===== config.mk =====
export PLATFORM = sky130hd
export DESIGN_NAME = pbmc_accum
export DESIGN_NICKNAME = d
export VERILOG_FILES = /design/src/design/pbmc_pkg.sv /design/src/design/pbmc_accum.sv
export SDC_FILE = /design/constraint.sdc
export NUM_CORES = 1
export LEC_CHECK = 0
export ABC_AREA = 1
export BUFFER_PORTS_ARGS = -buffer_cell sky130_fd_sc_hd__buf_4
export CORE_ASPECT_RATIO = 1.1
export CORE_MARGIN = 4
export CORE_UTILIZATION = 59
export DETAILED_ROUTE_END_ITERATION = 8
export GPL_ROUTABILITY_DRIVEN = 1
export MAX_ROUTING_LAYER = met4
export PLACE_DENSITY_LB_ADDON = 0.12
export SYNTH_ARGS = -nofsm -noshare
export SYNTH_HDL_FRONTEND = slang
export SYNTH_SLANG_ARGS = --single-unit

===== constraint.sdc =====
create_clock -name clk -period 11.2 [get_ports clk]
set_input_delay 2.24 -clock clk [delete_from_list [all_inputs] [get_ports clk]]
set_output_delay 2.24 -clock clk [all_outputs]
set_load 0.03 [all_outputs]

===== src/design/pbmc_pkg.sv =====
// shared types and constants of the pruning bound counter
`timescale 1ns / 1ps
package pbmc_pkg;

  localparam int SUM_W = 40;
  localparam int SQ_W  = 31;
  localparam int MAG_W = 17;
  localparam int POS_W = 9;
  localparam int CNT_W = 32;
  localparam int CL_W  = 9;
  localparam int IDX_W = 8;
  localparam int CRD_W = 16;
  localparam int EXT_W = 11;

  localparam logic [POS_W-1:0] POS_MAX  = 9'd511;
  localparam logic [CL_W-1:0]  CL_RESET = 9'd256;
  localparam logic [CNT_W-1:0] CNT_MAX  = 32'hFFFF_FFFF;

  typedef enum logic [1:0] {
    ACT_LOAD  = 2'd0,
    ACT_COORD = 2'd1,
    ACT_CLEAR = 2'd2,
    ACT_NONE  = 2'd3
  } action_t;

  typedef struct packed {
    logic              valid;
    action_t           act;
    logic              last;
    logic              chk;
    logic [SQ_W-1:0]   sq;
    logic [SUM_W-1:0]  bound;
  } stage_t;

endpackage


===== src/design/pbmc_accum.sv =====
// prefix sum, bound compare, counters and result register
`timescale 1ns / 1ps
module pbmc_accum import pbmc_pkg::*; (
  input  logic             clk,
  input  logic             rst_n,
  input  stage_t           s2,
  output logic             advance,
  output logic             out_valid,
  input  logic             out_ready,
  output logic             out_passed,
  output logic [CNT_W-1:0] out_hits,
  output logic [CNT_W-1:0] out_trials
);

  logic [SUM_W-1:0] prefix_r, prefix_nxt;
  logic             failed_r, failed_nxt;
  logic [CNT_W-1:0] hits_r, hits_nxt;
  logic [CNT_W-1:0] trials_r, trials_nxt;
  logic             out_valid_r, out_valid_nxt;
  logic             out_passed_r;
  logic [CNT_W-1:0] out_hits_r, out_trials_r;
  logic [SUM_W:0]   sum_ext;
  logic [SUM_W-1:0] sum_new;
  logic             fail_new;
  logic             emit;
  logic             fire;

  assign sum_ext  = {1'b0, prefix_r} + (SUM_W+1)'(s2.sq);
  assign sum_new  = sum_ext[SUM_W] ? '1 : sum_ext[SUM_W-1:0];
  assign fail_new = failed_r || (s2.chk && (sum_new > s2.bound));

  assign emit    = s2.valid && (s2.act == ACT_COORD) && s2.last;
  assign advance = !(emit && out_valid_r && !out_ready);
  assign fire    = s2.valid && advance;

  always_comb begin
    prefix_nxt    = prefix_r;
    failed_nxt    = failed_r;
    hits_nxt      = hits_r;
    trials_nxt    = trials_r;
    out_valid_nxt = out_valid_r && !out_ready;
    if (fire) begin
      case (s2.act)
        ACT_COORD: begin
          if (s2.last) begin
            prefix_nxt    = '0;
            failed_nxt    = 1'b0;
            out_valid_nxt = 1'b1;
            if (trials_r != CNT_MAX) begin
              trials_nxt = trials_r + CNT_W'(1);
            end
            if (!fail_new && (hits_r != CNT_MAX)) begin
              hits_nxt = hits_r + CNT_W'(1);
            end
          end else begin
            prefix_nxt = sum_new;
            failed_nxt = fail_new;
          end
        end
        ACT_CLEAR: begin
          hits_nxt   = '0;
          trials_nxt = '0;
        end
        default: begin
        end
      endcase
    end
  end

  always_ff @(posedge clk) begin
    if (!rst_n) begin
      prefix_r    <= '0;
      failed_r    <= 1'b0;
      hits_r      <= '0;
      trials_r    <= '0;
      out_valid_r <= 1'b0;
    end else begin
      prefix_r    <= prefix_nxt;
      failed_r    <= failed_nxt;
      hits_r      <= hits_nxt;
      trials_r    <= trials_nxt;
      out_valid_r <= out_valid_nxt;
    end
  end

  always_ff @(posedge clk) begin
    if (fire && emit) begin
      out_passed_r <= !fail_new;
      out_hits_r   <= hits_nxt;
      out_trials_r <= trials_nxt;
    end
  end

  assign out_valid  = out_valid_r;
  assign out_passed = out_passed_r;
  assign out_hits   = out_hits_r;
  assign out_trials = out_trials_r;

endmodule


==> impl_results.md <==
* Status: complete, no violations
* Slew @ Worst Pin at 0.891 ns
* Number of global-route vias before repair at 11000
* Area Growth Syn to Fin at 16.1%
* Setup WS post-layout at 4.59 ns
* Setup Buffers After CTS at 0
* Fmax at 0.151 GHz
* Pin count of the biggest net entering global routing at 60
* Final min period at 6.61 ns
* Crit share post-route at 59.0%
* Worst Hold Path Cells at 2
* CTS clock-pin slew for the worst setup and hold paths at 0.07 ns
* Worst-Skew Late Latency at 0.44 ns
* Crit path top cell by count: nand2_1
* Sum of negative setup slack at 0 ns
* Final slew viol count at 0
* Die X at 141 um
* Worst-path maximum fanout at 36
* Min-delay worst type: register to register
* Unique masters post-synth at 51
* Share of layout cells above drive strength 1 at 13.0%
* Post-synth design cell area at 11600 sq um
* Max_slew headroom at 40.6%
* Cell taking the most area after synthesis: dfxtp_1
* Clock skew at 0.0163 ns
* HP Start: prefix_r[30]
* Post-synth top cells: 463 x nand2_1, 234 x inv_1, 177 x nor2_1, 113 x a21oi_1, 113 x nand3_1
* Syn_nets at 1834
* Nature of the critical path endpoint: register
* Clock Path Buffers at 2
* Placement Setup Slack at 4.26 ns
* DRT iter0 DRCs at 830
* Cts hold-fix bufs at 0
* Multi-input combinational cell area at 6390 sq um
* Initial antenna violation count at 0
* CTS HTree Levels at 4
* Hold Vio Cnt, Final at 0
* # setup viols final at 0
* Most common cell in the netlist: nand2_1
* CTS buffer count at 17
* Register Area at 4070 sq um
* Full die area at 21900 sq um
* DP Wirelength at 24.8 mm
* TritonCTS clock tree: built
* R2R Setup Slk at 6.20 ns
* PortBufs at 145
* Met2 GRT Util at 52.8%
* CP Buf/Inv Count at 2
* Slowest stage delay, CP at 0.49 ns
* M3 GR Usage at 3.43%
* Worst Path Arrival at 6.79 ns
* Num ports at 146
* Tot GR Track Use at 30.3%
* Worst EP required at 11.38 ns
* DRC at 0
* CP delay by family, top: simple AND/OR/NAND/NOR gates
* # rows at 53
* Syn. warnings at 0
* Core area at 19200 sq um
* Pwr Density at 107 nW/um^2
* Async SR Flop Fraction at 0%
* Global placement routability congestion at 1.01
* FF+latch count, synth at 171
* Vias per cell at 5.57
* Maxcap violations at 0
* Maximum VDD drop at 0.114 mV
* Total gr overflow at 0
* WL final at 32.6 mm
* Vias post-DR at 11500
* Post_cts resized at 0
* Post-synthesis cell count at 1680
* Worst r2r src: prefix_r[0]
* WL/cell at 15.8 um
* Worst Reg-to-Reg Cells at 26
* Post-synth EDFFs at 65
* Synth top area share at 18.4%
* First-pass GRT wire length at 52.5 mm
* Initial core utilization at 60.3%
* Post-route ant nets at 0
* Root buffer cell: clkbuf_16
* Diodes inserted at 0
* WHS Endpoint: prefix_r[30]
* Synth Flop Type: dfxtp_1
* Nets at 1960
* Lkg Pwr at 6.15 nW
* Fillers at 1625
* Pre-antenna DRT Iters at 5
* Met1 usage at 35.5%
* RSZ-0062 raised after global routing: no
* Startpoint types: input pin
* CP Class: input pin to register
* Worst R2R End: out_hits[21]
* Mean post-synth cell area at 6.88 sq um
* Slowest-stage cell, CP: fa_1
* Chip Height at 155 um
* GRT busiest layer: met2
* Top post-synthesis cells by area: dfxtp_1 18%, edfxtp_1 17%, nand2_1 15%
* Sink Count at 171
* Register area share after synthesis at 35.2%
## worst max path at each step
stage | cells after the start | slack (ns) | from | to
global placement | 25 | 4.44 | s2[40] | out_hits[15]
CTS | 26 | 4.68 | s2[40] | out_hits[15]
global route | 26 | 4.18 | s2[40] | out_hits[15]
floorplan | 5 | 1.81 | s2[74] | out_hits[0]
finish | 27 | 4.59 | s2[40] | out_hits[21]
detailed placement | 26 | 4.26 | s2[40] | out_hits[15]
## sequential cells by signal (all words and copies together) (netlist names)
name,count
trials_r,32
out_trials,32
out_passed,1
out_valid,1
hits_r,32
failed_r,1
prefix_r,40
out_hits,32
## routing by layer
| layer | routed length [um] | up-vias |
|---|---|---|
| met3 | 1540 | 84 |
| li1 | - | 5779 |
| met5 | 0 | - |
| met1 | 13400 | 5266 |
| met4 | 1230 | 0 |
| met2 | 16400 | 387 |
## final cells by class
type | count | area share (%)
multi-input cells | 1223 | 47.6
flip-flops and latches | 171 | 30.4
clock inverters | 15 | 1.30
inverters | 241 | 6.79
well taps | 247 | 2.30
clock buffers | 17 | 3.17
repair buffers | 152 | 8.50
## metrics by stage
stage	util [%]	cell area, sq um	power [mW]	std cells	hold WS, ns
after floorplan	-	11600	0.791	1680	0.449
after global placement	66.9	12800	0.849	2034	0.456
after detailed placement	66.9	12800	0.853	2034	0.461
after CTS	70.0	13400	1.45	2066	0.472
after global routing	70.0	13400	1.50	2066	0.484
final	70.0	13400	1.44	2066	0.469
## report_power, final
group / leakage [nW] / internal (mW) / switching [mW] / total (mW)
Sequential: 1.50 / 0.649 / 0.00493 / 0.654
Clock: 0.290 / 0.302 / 0.297 / 0.599
Combinational: 4.36 / 0.0684 / 0.118 / 0.187
## worst min-delay path: stages, from the launching register on
cell     delay (ns)
dfxtp_1        0.31
nand2_1        0.06
a21oi_1        0.05
## placed cells by master, fill, tap and decap left out, types with 17 or more instances in the layout
cell and count:
a21oi_1 113, nand2_1 463, nand3_1 113, buf_4 152, nor2_1 177, edfxtp_1 65, nor3_1 54, ha_1 74
o21ai_0 51, clkbuf_16 17, nand4_1 34, inv_1 234, xor2_1 18, dfxtp_1 106
## cells by family after synthesis
family / share of synthesized area (%)
fa+ha+maj: 8.18
buf+inv: 9.57
simple gates: 34.5
xor+xnor: 1.82
flops: 35.2
compound gates: 10.7
No activity file was read; power rests on OpenSTA's default activity.
