==> src/design/pbmc_pkg.sv <==
// shared types and constants of the pruning bound counter
`timescale 1ns / 1ps
package pbmc_pkg;

  localparam int SUM_W = 40;
  localparam int SQ_W  = 31;
  localparam int MAG_W = 17;
  localparam int POS_W = 9;
  localparam int CNT_W = 32;
  localparam int CL_W  = 9;
  localparam int IDX_W = 8;
  localparam int CRD_W = 16;
  localparam int EXT_W = 11;

  localparam logic [POS_W-1:0] POS_MAX  = 9'd511;
  localparam logic [CL_W-1:0]  CL_RESET = 9'd256;
  localparam logic [CNT_W-1:0] CNT_MAX  = 32'hFFFF_FFFF;

  typedef enum logic [1:0] {
    ACT_LOAD  = 2'd0,
    ACT_COORD = 2'd1,
    ACT_CLEAR = 2'd2,
    ACT_NONE  = 2'd3
  } action_t;

  typedef struct packed {
    logic              valid;
    action_t           act;
    logic              last;
    logic              chk;
    logic [SQ_W-1:0]   sq;
    logic [SUM_W-1:0]  bound;
  } stage_t;

endpackage

==> src/design/pbmc_front.sv <==
// position tracking, bound table access and coordinate squaring
`timescale 1ns / 1ps
module pbmc_front import pbmc_pkg::*; #(
  parameter int MAX_DIM = 256
) (
  input  logic                       clk,
  input  logic                       rst_n,
  input  logic                       advance,
  input  logic                       accept,
  input  logic [1:0]                 action,
  input  logic [IDX_W-1:0]           bound_index,
  input  logic [SUM_W-1:0]           bound_value,
  input  logic signed [CRD_W-1:0]    coordinate,
  input  logic                       last_coordinate,
  input  logic [CL_W-1:0]            check_length,
  output logic                       ram_we,
  output logic [$clog2(MAX_DIM)-1:0] ram_waddr,
  output logic [SUM_W-1:0]           ram_wdata,
  output logic                       ram_re,
  output logic [$clog2(MAX_DIM)-1:0] ram_raddr,
  input  logic [SUM_W-1:0]           ram_rdata,
  output stage_t                     s2
);

  localparam int AW = $clog2(MAX_DIM);
  localparam logic [EXT_W-1:0] DIM_EXT = EXT_W'(MAX_DIM);

  action_t                  act_in;
  logic [EXT_W-1:0]         pos_ext;
  logic [EXT_W-1:0]         idx_ext;
  logic [POS_W-1:0]         position_r, position_nxt;
  logic                     s1_valid_r;
  action_t                  s1_act_r;
  logic                     s1_last_r;
  logic                     s1_chk_r;
  logic signed [CRD_W-1:0]  s1_crd_r;
  logic signed [MAG_W-1:0]  crd_ext;
  logic [MAG_W-1:0]         mag;
  logic [2*MAG_W-1:0]       prod;
  logic                     s2_valid_r;
  action_t                  s2_act_r;
  logic                     s2_last_r;
  logic                     s2_chk_r;
  logic [SQ_W-1:0]          s2_sq_r;
  logic [SUM_W-1:0]         s2_bound_r;
  logic                     chk;

  assign act_in  = action_t'(action);
  assign pos_ext = EXT_W'(position_r);
  assign idx_ext = EXT_W'(bound_index);
  assign chk     = (pos_ext < EXT_W'(check_length)) && (pos_ext < DIM_EXT);

  assign ram_we    = accept && (act_in == ACT_LOAD) && (idx_ext < DIM_EXT);
  assign ram_waddr = idx_ext[AW-1:0];
  assign ram_wdata = bound_value;
  assign ram_re    = accept && (act_in == ACT_COORD);
  assign ram_raddr = pos_ext[AW-1:0];

  always_comb begin
    position_nxt = position_r;
    if (accept && (act_in == ACT_COORD)) begin
      if (last_coordinate) begin
        position_nxt = '0;
      end else if (position_r != POS_MAX) begin
        position_nxt = position_r + POS_W'(1);
      end
    end
  end

  always_ff @(posedge clk) begin
    if (!rst_n) begin
      position_r <= '0;
      s1_valid_r <= 1'b0;
      s2_valid_r <= 1'b0;
    end else begin
      position_r <= position_nxt;
      if (advance) begin
        s1_valid_r <= accept && ((act_in == ACT_COORD) || (act_in == ACT_CLEAR));
        s2_valid_r <= s1_valid_r;
      end
    end
  end

  always_ff @(posedge clk) begin
    if (advance) begin
      s1_act_r   <= act_in;
      s1_last_r  <= last_coordinate;
      s1_chk_r   <= chk;
      s1_crd_r   <= coordinate;
      s2_act_r   <= s1_act_r;
      s2_last_r  <= s1_last_r;
      s2_chk_r   <= s1_chk_r;
      s2_sq_r    <= prod[SQ_W-1:0];
      s2_bound_r <= ram_rdata;
    end
  end

  // square of the magnitude, at most 2^30
  assign crd_ext = MAG_W'(s1_crd_r);
  assign mag     = crd_ext[MAG_W-1] ? MAG_W'(-crd_ext) : MAG_W'(crd_ext);
  assign prod    = mag * mag;

  assign s2 = {s2_valid_r, s2_act_r, s2_last_r, s2_chk_r, s2_sq_r, s2_bound_r};

endmodule

==> config.mk <==
export PLATFORM = sky130hd
export DESIGN_NAME = pbmc_front
export DESIGN_NICKNAME = d
export VERILOG_FILES = /design/src/design/pbmc_pkg.sv /design/src/design/pbmc_front.sv
export SDC_FILE = /design/constraint.sdc
export NUM_CORES = 1
export LEC_CHECK = 0
export BUFFER_PORTS_ARGS = -buffer_cell sky130_fd_sc_hd__buf_2
export CORE_AREA = 2 2 151 153
export CTS_CLUSTER_DIAMETER = 30
export DETAILED_ROUTE_END_ITERATION = 7
export DIE_AREA = 0 0 153 155
export PLACE_DENSITY = 0.92
export SLEW_MARGIN = 20
export SYNTH_ARGS = -nofsm -noshare
export SYNTH_HDL_FRONTEND = slang
export SYNTH_SLANG_ARGS = --single-unit
==> constraint.sdc <==
create_clock -name clk -period 14.75 [get_ports clk]
set_clock_uncertainty 0.2 [all_clocks]
set_input_delay 0.7375 -clock clk [delete_from_list [all_inputs] [get_ports clk]]
set_output_delay 0.7375 -clock clk [all_outputs]
set_load 0.03 [all_outputs]
==> results of run 1 <==
==> worst register-to-register path: stages, from the launching register on <==
cell,delay (ps)
edfxtp_1,540
inv_1,260
ha_1,310
nand3_1,130
o21ai_0,110
xnor2_1,600
clkinv_1,500
nor2_1,370
fa_1,460
inv_1,80
fa_1,400
inv_1,80
fa_1,450
fa_1,520
fa_1,560
inv_1,70
fa_1,530
inv_1,50
ha_1,410
nand2_1,140
o211ai_1,230
a211oi_1,110
a21oi_1,470
o2111ai_2,250
a211o_1,330
a311o_1,310
==> per-stage QoR <==
| step | std cells | util | worst slack [ps] | hold slack (ps) |
|---|---|---|---|---|
| after floorplan | 1175 | - | 6950 | 200 |
| after global placement | 1546 | 0.576 | 6570 | 202 |
| after detailed placement | 1546 | 0.576 | 6150 | 206 |
| after CTS | 1562 | 0.588 | 6140 | 225 |
| after global routing | 1562 | 0.588 | 5620 | 244 |
| final | 1562 | 0.588 | 6020 | 226 |
==> cell families after synthesis <==
kind of cell | after synthesis | share of synthesized area
compound gates | 105 | 0.0602
xor+xnor | 52 | 0.0392
fa+ha+maj | 296 | 0.428
buf+inv | 360 | 0.132
flops | 105 | 0.254
mux | 1 | 0.000835
other cells | 2 | 0.000626
simple gates | 221 | 0.0853
==> final cells by class <==
| class | instances | area, um2 |
|---|---|---|
| Timing Repair Buffer | 163 | 836 |
| Sequential cell | 105 | 3040 |
| Tap cell | 285 | 357 |
| Clock inverter | 7 | 62.6 |
| Inverter | 283 | 1060 |
| Multi-Input combinational cell | 710 | 7490 |
| Clock buffer | 9 | 225 |
| Fill cell | 1673 | 9150 |
==> layout by cell type (no fill, tap or decap), types with 6 or more instances in the layout <==
cell,netlist,layout
and3_1,6,6
o31ai_1,6,6
clkbuf_16,0,9
a21oi_1,24,24
nand2_1,96,96
nand3_1,11,11
ha_1,105,105
edfxtp_1,94,94
inv_1,276,276
dfxtp_1,11,11
xnor2_1,32,32
conb_1,2,35
fa_1,191,191
nor2b_1,7,7
buf_4,60,8
and2_1,6,6
nor2_1,63,63
xor2_1,18,18
o21ai_0,16,16
buf_2,2,155
a21o_1,22,22
nand2b_1,6,6
nand4_1,6,6
==> path summary, 6_finish.rpt <==
check | from | to | slack, ps | cells past startpoint
worst min register to register | s1_last_r | s2_last_r | 230 | 0
worst max-delay path | s1_crd_r[0] | s2_sq_r[29] | 6020 | 25
worst min-delay path | s1_last_r | s2_last_r | 230 | 0
worst max register to register | s1_crd_r[0] | s2_sq_r[29] | 6020 | 25
==> registers in the layout (all words and copies together) (netlist names) <==
| signal | cells |
|---|---|
| s2_sq_r | 30 |
| s1_crd_r | 16 |
| s1_chk_r | 1 |
| s1_act_r | 2 |
| s2_valid_r | 1 |
| s2_bound_r | 40 |
| s2_last_r | 1 |
| position_r | 9 |
| s2_act_r | 2 |
| s1_last_r | 1 |
| s1_valid_r | 1 |
| s2_chk_r | 1 |
==> per-layer routing <==
| layer | up-vias | track usage | wire length (um) | part of all wire |
|---|---|---|---|---|
| met5 | - | 0 | 0 | 0 |
| met4 | 0 | 0.104 | 1130 | 0.040 |
| met3 | 105 | 0.0563 | 2470 | 0.088 |
| met2 | 475 | 0.431 | 14500 | 0.52 |
| met1 | 4224 | 0.286 | 10000 | 0.36 |
| li1 | 3715 | - | - | - |
==> summary.md, run 1 <==
| Metric | Value |
|---|---|
| Status | `finished clean` |
| Cell mode on critical path | `fa_1` |
| Average vias per placed instance | `5.45` |
| WP buf/inv | `6` |
| H-tree Lvls | `3` |
| Cell Area, Synth | `0.0120 mm2` |
| Max_slew headroom | `0.296` |
| Antenna Cells | `0` |
| Syn Inst Count | `1142` |
| Post_cts resized | `0` |
| Fin nets | `1688` |
| Routed WL per cell | `18.0 um` |
| Max incr delay on CP | `600 ps` |
| Hold buffers post-CTS | `0` |
| Peak fanout along the critical path | `11` |
| Final Critical Period | `8730 ps` |
| CP Capture Type | `flip-flop` |
| Gr ovfl total | `0` |
| Global-route wire length before repair | `45600 um` |
| Post-synth top area share | `0.319` |
| Die X-Extent | `153 um` |
| WP data required | `14670 ps` |
| HPWL Detailed | `23300 um` |
| Starting DRT DRC Count | `761` |
| Avg Inst Size Synth | `10.5 um2` |
| Post-DRT Antenna Nets | `0` |
| Sequential share of the synthesized area | `0.254` |
| Max Slew Vio Count | `0` |
| Vias in the first global route | `9297` |
| CTS tree | `done` |
| GRT Overall Usage | `0.243` |
| Netlist cell types | `58` |
| Clock Path Buffers | `2` |
| Critical-path top delay cell | `xnor2_1` |
| CORE AREA | `0.0222 mm2` |
| Pin count of the biggest net entering global routing | `81` |
| Worst-Skew Late Latency | `360 ps` |
| Top FF cell, synth | `edfxtp_1` |
| GP Congestion | `0.964` |
| Fraction of registers with async set/reset | `0` |
| Fmax | `115 MHz` |
| Crit share post-route | `0.592` |
| Setup Buffers After CTS | `0` |
| Sink Count | `105` |
| Initial Util | `0.540` |
| Top cells by count, synth | `inv_1, fa_1, ha_1` |
| RSZ-0062 raised after global routing | `false` |
| Io pins | `254` |
| Layout area overhead | `9.05%` |
| Cell area after layout | `0.0131 mm2` |
| Final Hold Viols | `0` |
| Rows | `55` |
| DRC | `0` |
| Synthesized flop and latch total | `105` |
| Crit Path Category | `flip-flop to flip-flop` |
| Crit-path leading delay family | `adder cells` |
| # setup viols final | `0` |
| Yosys warns | `0` |
| Total Routed Length | `28100 um` |
| Initial antenna violation count | `0` |
| Chip Height | `155 um` |
| Dpl cell area | `0.0128 mm2` |
| Ranking of synthesized cells by area | `fa_1, edfxtp_1, ha_1` |
| Critical Path AT | `8650 ps` |
| Layout cells sized above 1 | `0.151` |
| Slew @ Worst Pin | `1050 ps` |
| Setup_tns | `0 ps` |
| Reg clk slew, reported paths | `80 ps` |
| Hold WC Path Type | `flip-flop to flip-flop` |
| Port bufs | `156` |
| Cell with the most instances after synthesis | `inv_1` |
| Vias | `8519` |
| Num CTS Buffers | `9` |
| Detailed-router iteration count before antenna repair | `5` |
| Die ar. | `0.0237 mm2` |
| Type of origin of the critical path | `flip-flop` |
| Biggest area consumer among synthesized cells | `fa_1` |
| Clock root buffer | `clkbuf_16` |
| Post-synth EDFFs | `94` |
| Max cap viols | `0` |
Power of run 1 is left out: the tool's default activity adds up to more than one toggle a clock period on the data nets, which glitch-free logic cannot reach.
==> inputs of run 2 (changes only) <==
Settings changed: CORE_AREA 2 2 151 153 to 2 2 155 157, DIE_AREA 0 0 153 155 to 0 0 157 159, PLACE_DENSITY 0.92 to 0.91.
Clock period 14.75 ns to 7.35 ns, I/O delays scaled along.
==> summary.md, run 2 (synthesis gave the netlist of run 1 again) <==
| Metric | Value |
|---|---|
| Largest reg by FF count | `s2_bound_r` |
| Fmax | `131 MHz (+14%)` |
| GRT Overall Usage | `0.259 (+0.0154)` |
| CORE AREA | `0.0232 mm2 (+4.3%)` |
| Port bufs | `156 (unchanged)` |
| Num CTS Buffers | `9 (unchanged)` |
| # setup viols final | `8 (+8)` |
| Sink Count | `105 (unchanged)` |
| Hold WC Path Type | `input pin to flip-flop` |
| Layout area overhead | `23.1%` |
| Max Slew Vio Count | `0 (unchanged)` |
| Reg clk slew, reported paths | `70 ps (about the same)` |
| Final Core Density | `0.637 (+0.0482)` |
| Crit Path Category | `flip-flop to flip-flop` |
| Layout cells sized above 1 | `0.253 (+0.102)` |
| Vias in the first global route | `10200 (+9.7%)` |
| Antenna Cells | `0 (unchanged)` |
| PnR worst setup slack | `-296 ps (-6310 ps)` |
| Fin nets | `1834 (+8.6%)` |
| Critical Path AT | `7560 ps (-1090 ps)` |
| CTS tree | `done` |
| Pin count of the biggest net entering global routing | `69 (-15%)` |
| H-tree Lvls | `3 (unchanged)` |
| Critical-path top delay cell | `fa_1` |
| Dpl cell area | `0.0134 mm2 (+4.9%)` |
| Placed insts | `1653 (+6.9%)` |
| Die ar. | `0.0250 mm2 (+5.3%)` |
| Total Routed Length | `33800 um (+20%)` |
| Cell area after layout | `0.0148 mm2 (+13%)` |
| Die X-Extent | `157 um (+2.6%)` |
| Initial antenna violation count | `0 (unchanged)` |
| Clock Path Buffers | `2 (unchanged)` |
| Gr ovfl total | `0 (unchanged)` |
| Failing checks | `setup timing` |
| Post-DRT Antenna Nets | `0 (unchanged)` |
| Final Non-Filler Cells | `1742 (+12%)` |
| GP Congestion | `0.954 (-0.97%)` |
| Max reg flops | `40 (unchanged)` |
| Crit share post-route | `1.04 (+0.448)` |
| HPWL Detailed | `24600 um (+5.2%)` |
| Crit-path leading delay family | `adder cells` |
| Status | `complete, but fails checks` |
| Peak fanout along the critical path | `6 (-5)` |
| Worst-Skew Late Latency | `350 ps (about the same)` |
| Detailed-router iteration count before antenna repair | `6 (+1)` |
| Global-route wire length before repair | `50200 um (+10%)` |
| WP data required | `7260 ps (-7410 ps)` |
| Final Critical Period | `7650 ps (-1090 ps)` |
| Final Hold Viols | `0 (unchanged)` |
| Routed WL per cell | `19.4 um (+7.8%)` |
| Chip Height | `159 um (+2.6%)` |
| DRC | `0 (unchanged)` |
| Largest regs | `s2_bound_r x40, s2_sq_r x30, s1_crd_r x16` |
| Initial Util | `0.517 (-0.0224)` |
| Max_slew headroom | `0.408 (+0.113)` |
| WP buf/inv | `7 (+1)` |
| RSZ-0062 raised after global routing | `true` |
| Commonest non-fill, non-tap cell in the layout | `inv_1` |
| Average vias per placed instance | `5.39 (-1.1%)` |
| Clock root buffer | `clkbuf_16` |
| Worst hold start | `ram_rdata[0]` |
| Type of origin of the critical path | `flip-flop` |
| Starting DRT DRC Count | `823 (+8.1%)` |
| Max incr delay on CP | `540 ps (-60 ps)` |
| Rows | `56 (+1.8%)` |
| Io pins | `254 (unchanged)` |
| Commonest non-fill, non-tap cells in the layout | `inv_1, fa_1, buf_2` |
| Critical R2R Launch | `s1_crd_r[3]` |
| Max cap viols | `0 (unchanged)` |
| WHS | `1.67 ps (-224 ps)` |
| Vias | `9394 (+10%)` |
| Slew @ Worst Pin | `888 ps (-165 ps)` |
| Worst setup path startpoint | `s1_crd_r[3]` |
| CP Capture Type | `flip-flop` |
==> run 2: path summary, 6_finish.rpt <==
check	depth (start not counted)	endpoint	slack [ps]
hold / removal	1	s2_bound_r[0]	2
hold reg to reg	0	s2_chk_r	210
setup reg to reg	26	s2_sq_r[29]	-300
setup / recovery	26	s2_sq_r[29]	-300
==> run 2: timing repair <==
| action | in CTS | in global routing |
|---|---|---|
| setup endpoints to repair | 8 | 12 |
| pin swaps | 20 | 26 |
| hold endpoints to repair | 46 | 1 |
| hold buffers | 46 | 1 |
| buffers inserted | 10 | 16 |
| resized for setup | 23 | 63 |
==> run 2: per-layer routing <==
metal,global-route usage,routed length [um]
met5,0,0
met4,0.120,1730
met3,0.0509,2910
met2,0.461,17800
met1,0.297,11400
==> run 2: worst register-to-register path: cells and delay by family, from the launching register on <==
kind / cells / cell delay [ps]
fa+ha+maj: 7 / 3260
compound gates: 7 / 1770
simple gates: 4 / 900
buf+inv: 7 / 610
flops: 1 / 440
xor+xnor: 1 / 230
==> run 2: cell type report <==
cell class                 instances  area, um2
clock buffer                      10        229
clock inverter                     6       66.3
fill                            1558       8430
inverter                         283       1070
multi-input combinational        710       7880
sequential                       105       3040
tap                              319        399
timing repair buffer             309       2090
==> run 2: stage by stage <==
step / worst slack [ps] / TNS [ps]
2_1_floorplan: 0.631 / 0
3_3_place_gp: -11.4 / -11.4
3_5_place_dp: -114 / -168
4_1_cts: 5.39 / 0
5_1_grt: -496 / -2790
6_report: -296 / -870
Power of run 2 is left out for the same reason.
==> inputs of run 3 (changes only) <==
Settings changed: ABC_AREA set to 1, CORE_AREA 2 2 155 157 to 2 2 158 160, DIE_AREA 0 0 157 159 to 0 0 160 162, PLACE_DENSITY 0.91 to 0.9.
==> summary.md, run 3 <==
| Metric | Value |
|---|---|
| Global-route wire length before repair | `48900 um (-2.7%)` |
| Critical Path AT | `6860 ps (-700 ps)` |
| HPWL Detailed | `23900 um (-2.9%)` |
| Max incr delay on CP | `540 ps (about the same)` |
| Gr ovfl total | `0 (unchanged)` |
| Avg Inst Size Synth | `9.38 um2 (-11%)` |
| Die X-Extent | `160 um (+1.9%)` |
| Ranking of synthesized cells by area | `fa_1, edfxtp_1, ha_1` |
| Crit path depth | `23 (-12%)` |
| Commonest non-fill, non-tap cells in the layout | `inv_1, nand2_1, fa_1` |
| Top cells by count, synth | `inv_1, nand2_1, fa_1` |
| Final Critical Period | `6940 ps (-709 ps)` |
| Vias in the first global route | `9937 (-2.6%)` |
| Synthesized flop and latch total | `105 (unchanged)` |
| RSZ-0062 raised after global routing | `false` |
| Placed insts | `1767 (+6.9%)` |
| Top FF cell, synth | `edfxtp_1` |
| CP Capture Type | `flip-flop` |
| Cell area after layout | `0.0141 mm2 (-4.5%)` |
| Crit share post-route | `0.944 (-0.0965)` |
| CP Cell Sequence | `inv_2 > ha_1 > or2_1 > xnor2_4 > inv_2 > nor2_2 > inv_1 > fa_1 > inv_1 > fa_1 > fa_1 > fa_1 > fa_1 > inv_1 > fa_1 > inv_1 > ha_1 > nand2_1 > nor2_2 > nor3b_2 > nand3b_1 > nand4_1 > nand2_1` |
| Cell mode on critical path | `fa_1` |
| Critical-path top delay cell | `fa_1` |
| Average vias per placed instance | `5.04 (-6.5%)` |
| Commonest non-fill, non-tap cell in the layout | `inv_1` |
| H-tree Lvls | `3 (unchanged)` |
| Total Routed Length | `30200 um (-11%)` |
| Crit-path leading delay family | `adder cells` |
| Fin nets | `1927 (+5.1%)` |
| Yosys warns | `0 (unchanged)` |
| CTS tree | `done` |
| Reg area | `0.00304 mm2 (unchanged)` |
| Post-DRT Antenna Nets | `0 (unchanged)` |
| Cell with the most instances after synthesis | `inv_1` |
| Max cap viols | `0 (unchanged)` |
| Max Slew Vio Count | `0 (unchanged)` |
| GRT Overall Usage | `0.240 (-0.0185)` |
| Final Non-Filler Cells | `1840 (+5.6%)` |
| Layout cells sized above 1 | `0.149 (-0.104)` |
| Setup_tns | `0 ps (+870 ps)` |
| Syn Inst Count | `1319 (+15%)` |
| Layout area overhead | `14.0%` |
| WHS Path Cells | `1 (unchanged)` |
| Pin count of the biggest net entering global routing | `77 (+12%)` |
| PnR worst setup slack | `413 ps (+709 ps)` |
| Reg clk slew, reported paths | `80 ps (about the same)` |
| Peak fanout along the critical path | `16 (+10)` |
| Io pins | `254 (unchanged)` |
| WP buf/inv | `6 (-1)` |
| Rows | `57 (+1.8%)` |
| Worst-Skew Late Latency | `360 ps (about the same)` |
| CORE AREA | `0.0241 mm2 (+3.9%)` |
| Antenna Cells | `0 (unchanged)` |
| Initial antenna violation count | `0 (unchanged)` |
| Status | `finished clean` |
| Largest reg by FF count | `s2_bound_r` |
| Sequential share of the synthesized area | `0.246 (-0.00770)` |
| Biggest area consumer among synthesized cells | `fa_1` |
| Initial Util | `0.513 (-0.00402)` |
| Vias | `9278 (-1.2%)` |
| Sink Count | `105 (unchanged)` |
| Largest regs | `s2_bound_r x40, s2_sq_r x30, s1_crd_r x16` |
| GP Congestion | `0.947 (-0.77%)` |
| Chip Height | `162 um (+1.9%)` |
| Fillers | `1991 (+28%)` |
| FF-to-FF path depth | `23 (-12%)` |
| DP Worst Slack | `300 ps (+414 ps)` |
| Dpl cell area | `0.0132 mm2 (-1.6%)` |
| Fraction of registers with async set/reset | `0 (unchanged)` |
| Cell Area, Synth | `0.0124 mm2 (+3.1%)` |
| Crit Path Category | `flip-flop to flip-flop` |
| Slew @ Worst Pin | `1020 ps (+128 ps)` |
| Netlist cell types | `40 (-31%)` |
| Num CTS Buffers | `9 (unchanged)` |
| Max_slew headroom | `0.323 (-0.0854)` |
| Clock root buffer | `clkbuf_16` |
| Max reg flops | `40 (unchanged)` |
| Port bufs | `156 (unchanged)` |
| Final Hold Viols | `0 (unchanged)` |
| Die ar. | `0.0259 mm2 (+3.8%)` |
| Fmax | `144 MHz (+10%)` |
| Hold WC Path Type | `input pin to flip-flop` |
| Starting DRT DRC Count | `726 (-12%)` |
| Post-synth EDFFs | `94 (unchanged)` |
| WP data required | `7270 ps (about the same)` |
| Type of origin of the critical path | `flip-flop` |
| Detailed-router iteration count before antenna repair | `6 (unchanged)` |
| Post-synth top area share | `0.309 (-0.00967)` |
| # setup viols final | `0 (-8)` |
| Multi-input gate area | `0.00766 mm2 (-2.8%)` |
| Routed WL per cell | `16.4 um (-16%)` |
| Clock Path Buffers | `2 (unchanged)` |
| DRC | `0 (unchanged)` |
-- run 3: worst paths after layout --
path | start | slack (ps) | endpoint
worst min register to register | s1_chk_r | 230 | s2_chk_r
worst max register to register | s1_crd_r[0] | 410 | s2_sq_r[25]
worst max-delay path | s1_crd_r[0] | 410 | s2_sq_r[25]
worst min-delay path | coordinate[4] | 2 | s1_crd_r[4]
-- run 3: through the flow --
stage	utilization	hold slack (ps)
2_1_floorplan	-	200
3_3_place_gp	0.548	201
3_5_place_dp	0.548	210
4_1_cts	0.581	0.688
5_1_grt	0.585	0.267
6_report	0.585	1.91
-- run 3: final cells by class --
| cell class | instances | area share |
|---|---|---|
| clock buffer | 10 | 0.0170 |
| tap | 324 | 0.0288 |
| multi-input combinational | 831 | 0.543 |
| sequential | 105 | 0.216 |
| timing repair buffer | 224 | 0.100 |
| inverter | 340 | 0.0905 |
| clock inverter | 6 | 0.00426 |
-- run 3: per-layer routing --
metal  vias up  GRT usage  wire length [um]  part of all wire
li1       4257          -                 -                 -
met2       392      0.434             15800              0.52
met1      4530      0.286             11100              0.37
met4         0      0.108              1380             0.046
met3        99     0.0355              1960             0.065
met5         -          0                 0                 0
-- run 3: logic make-up (layout without fill, tap and decap cells) --
kind of cell,after synthesis,count (layout),synth area share
AND/OR/NAND/NOR,381,381,0.127
XOR/XNOR,31,31,0.0241
other,2,35,0.000607
flip-flops,105,105,0.246
buffers and inverters,416,580,0.148
AO/OA/AOI/OAI,88,88,0.0393
adder cells (fa/ha/maj),296,296,0.415
-- run 3: timing repair --
action	in CTS	in global routing
setup endpoints to repair	0	12
hold endpoints to repair	49	0
resized for setup	0	9
setup buffers	0	8
hold buffers	49	0
Power of run 3 is left out for the same reason.
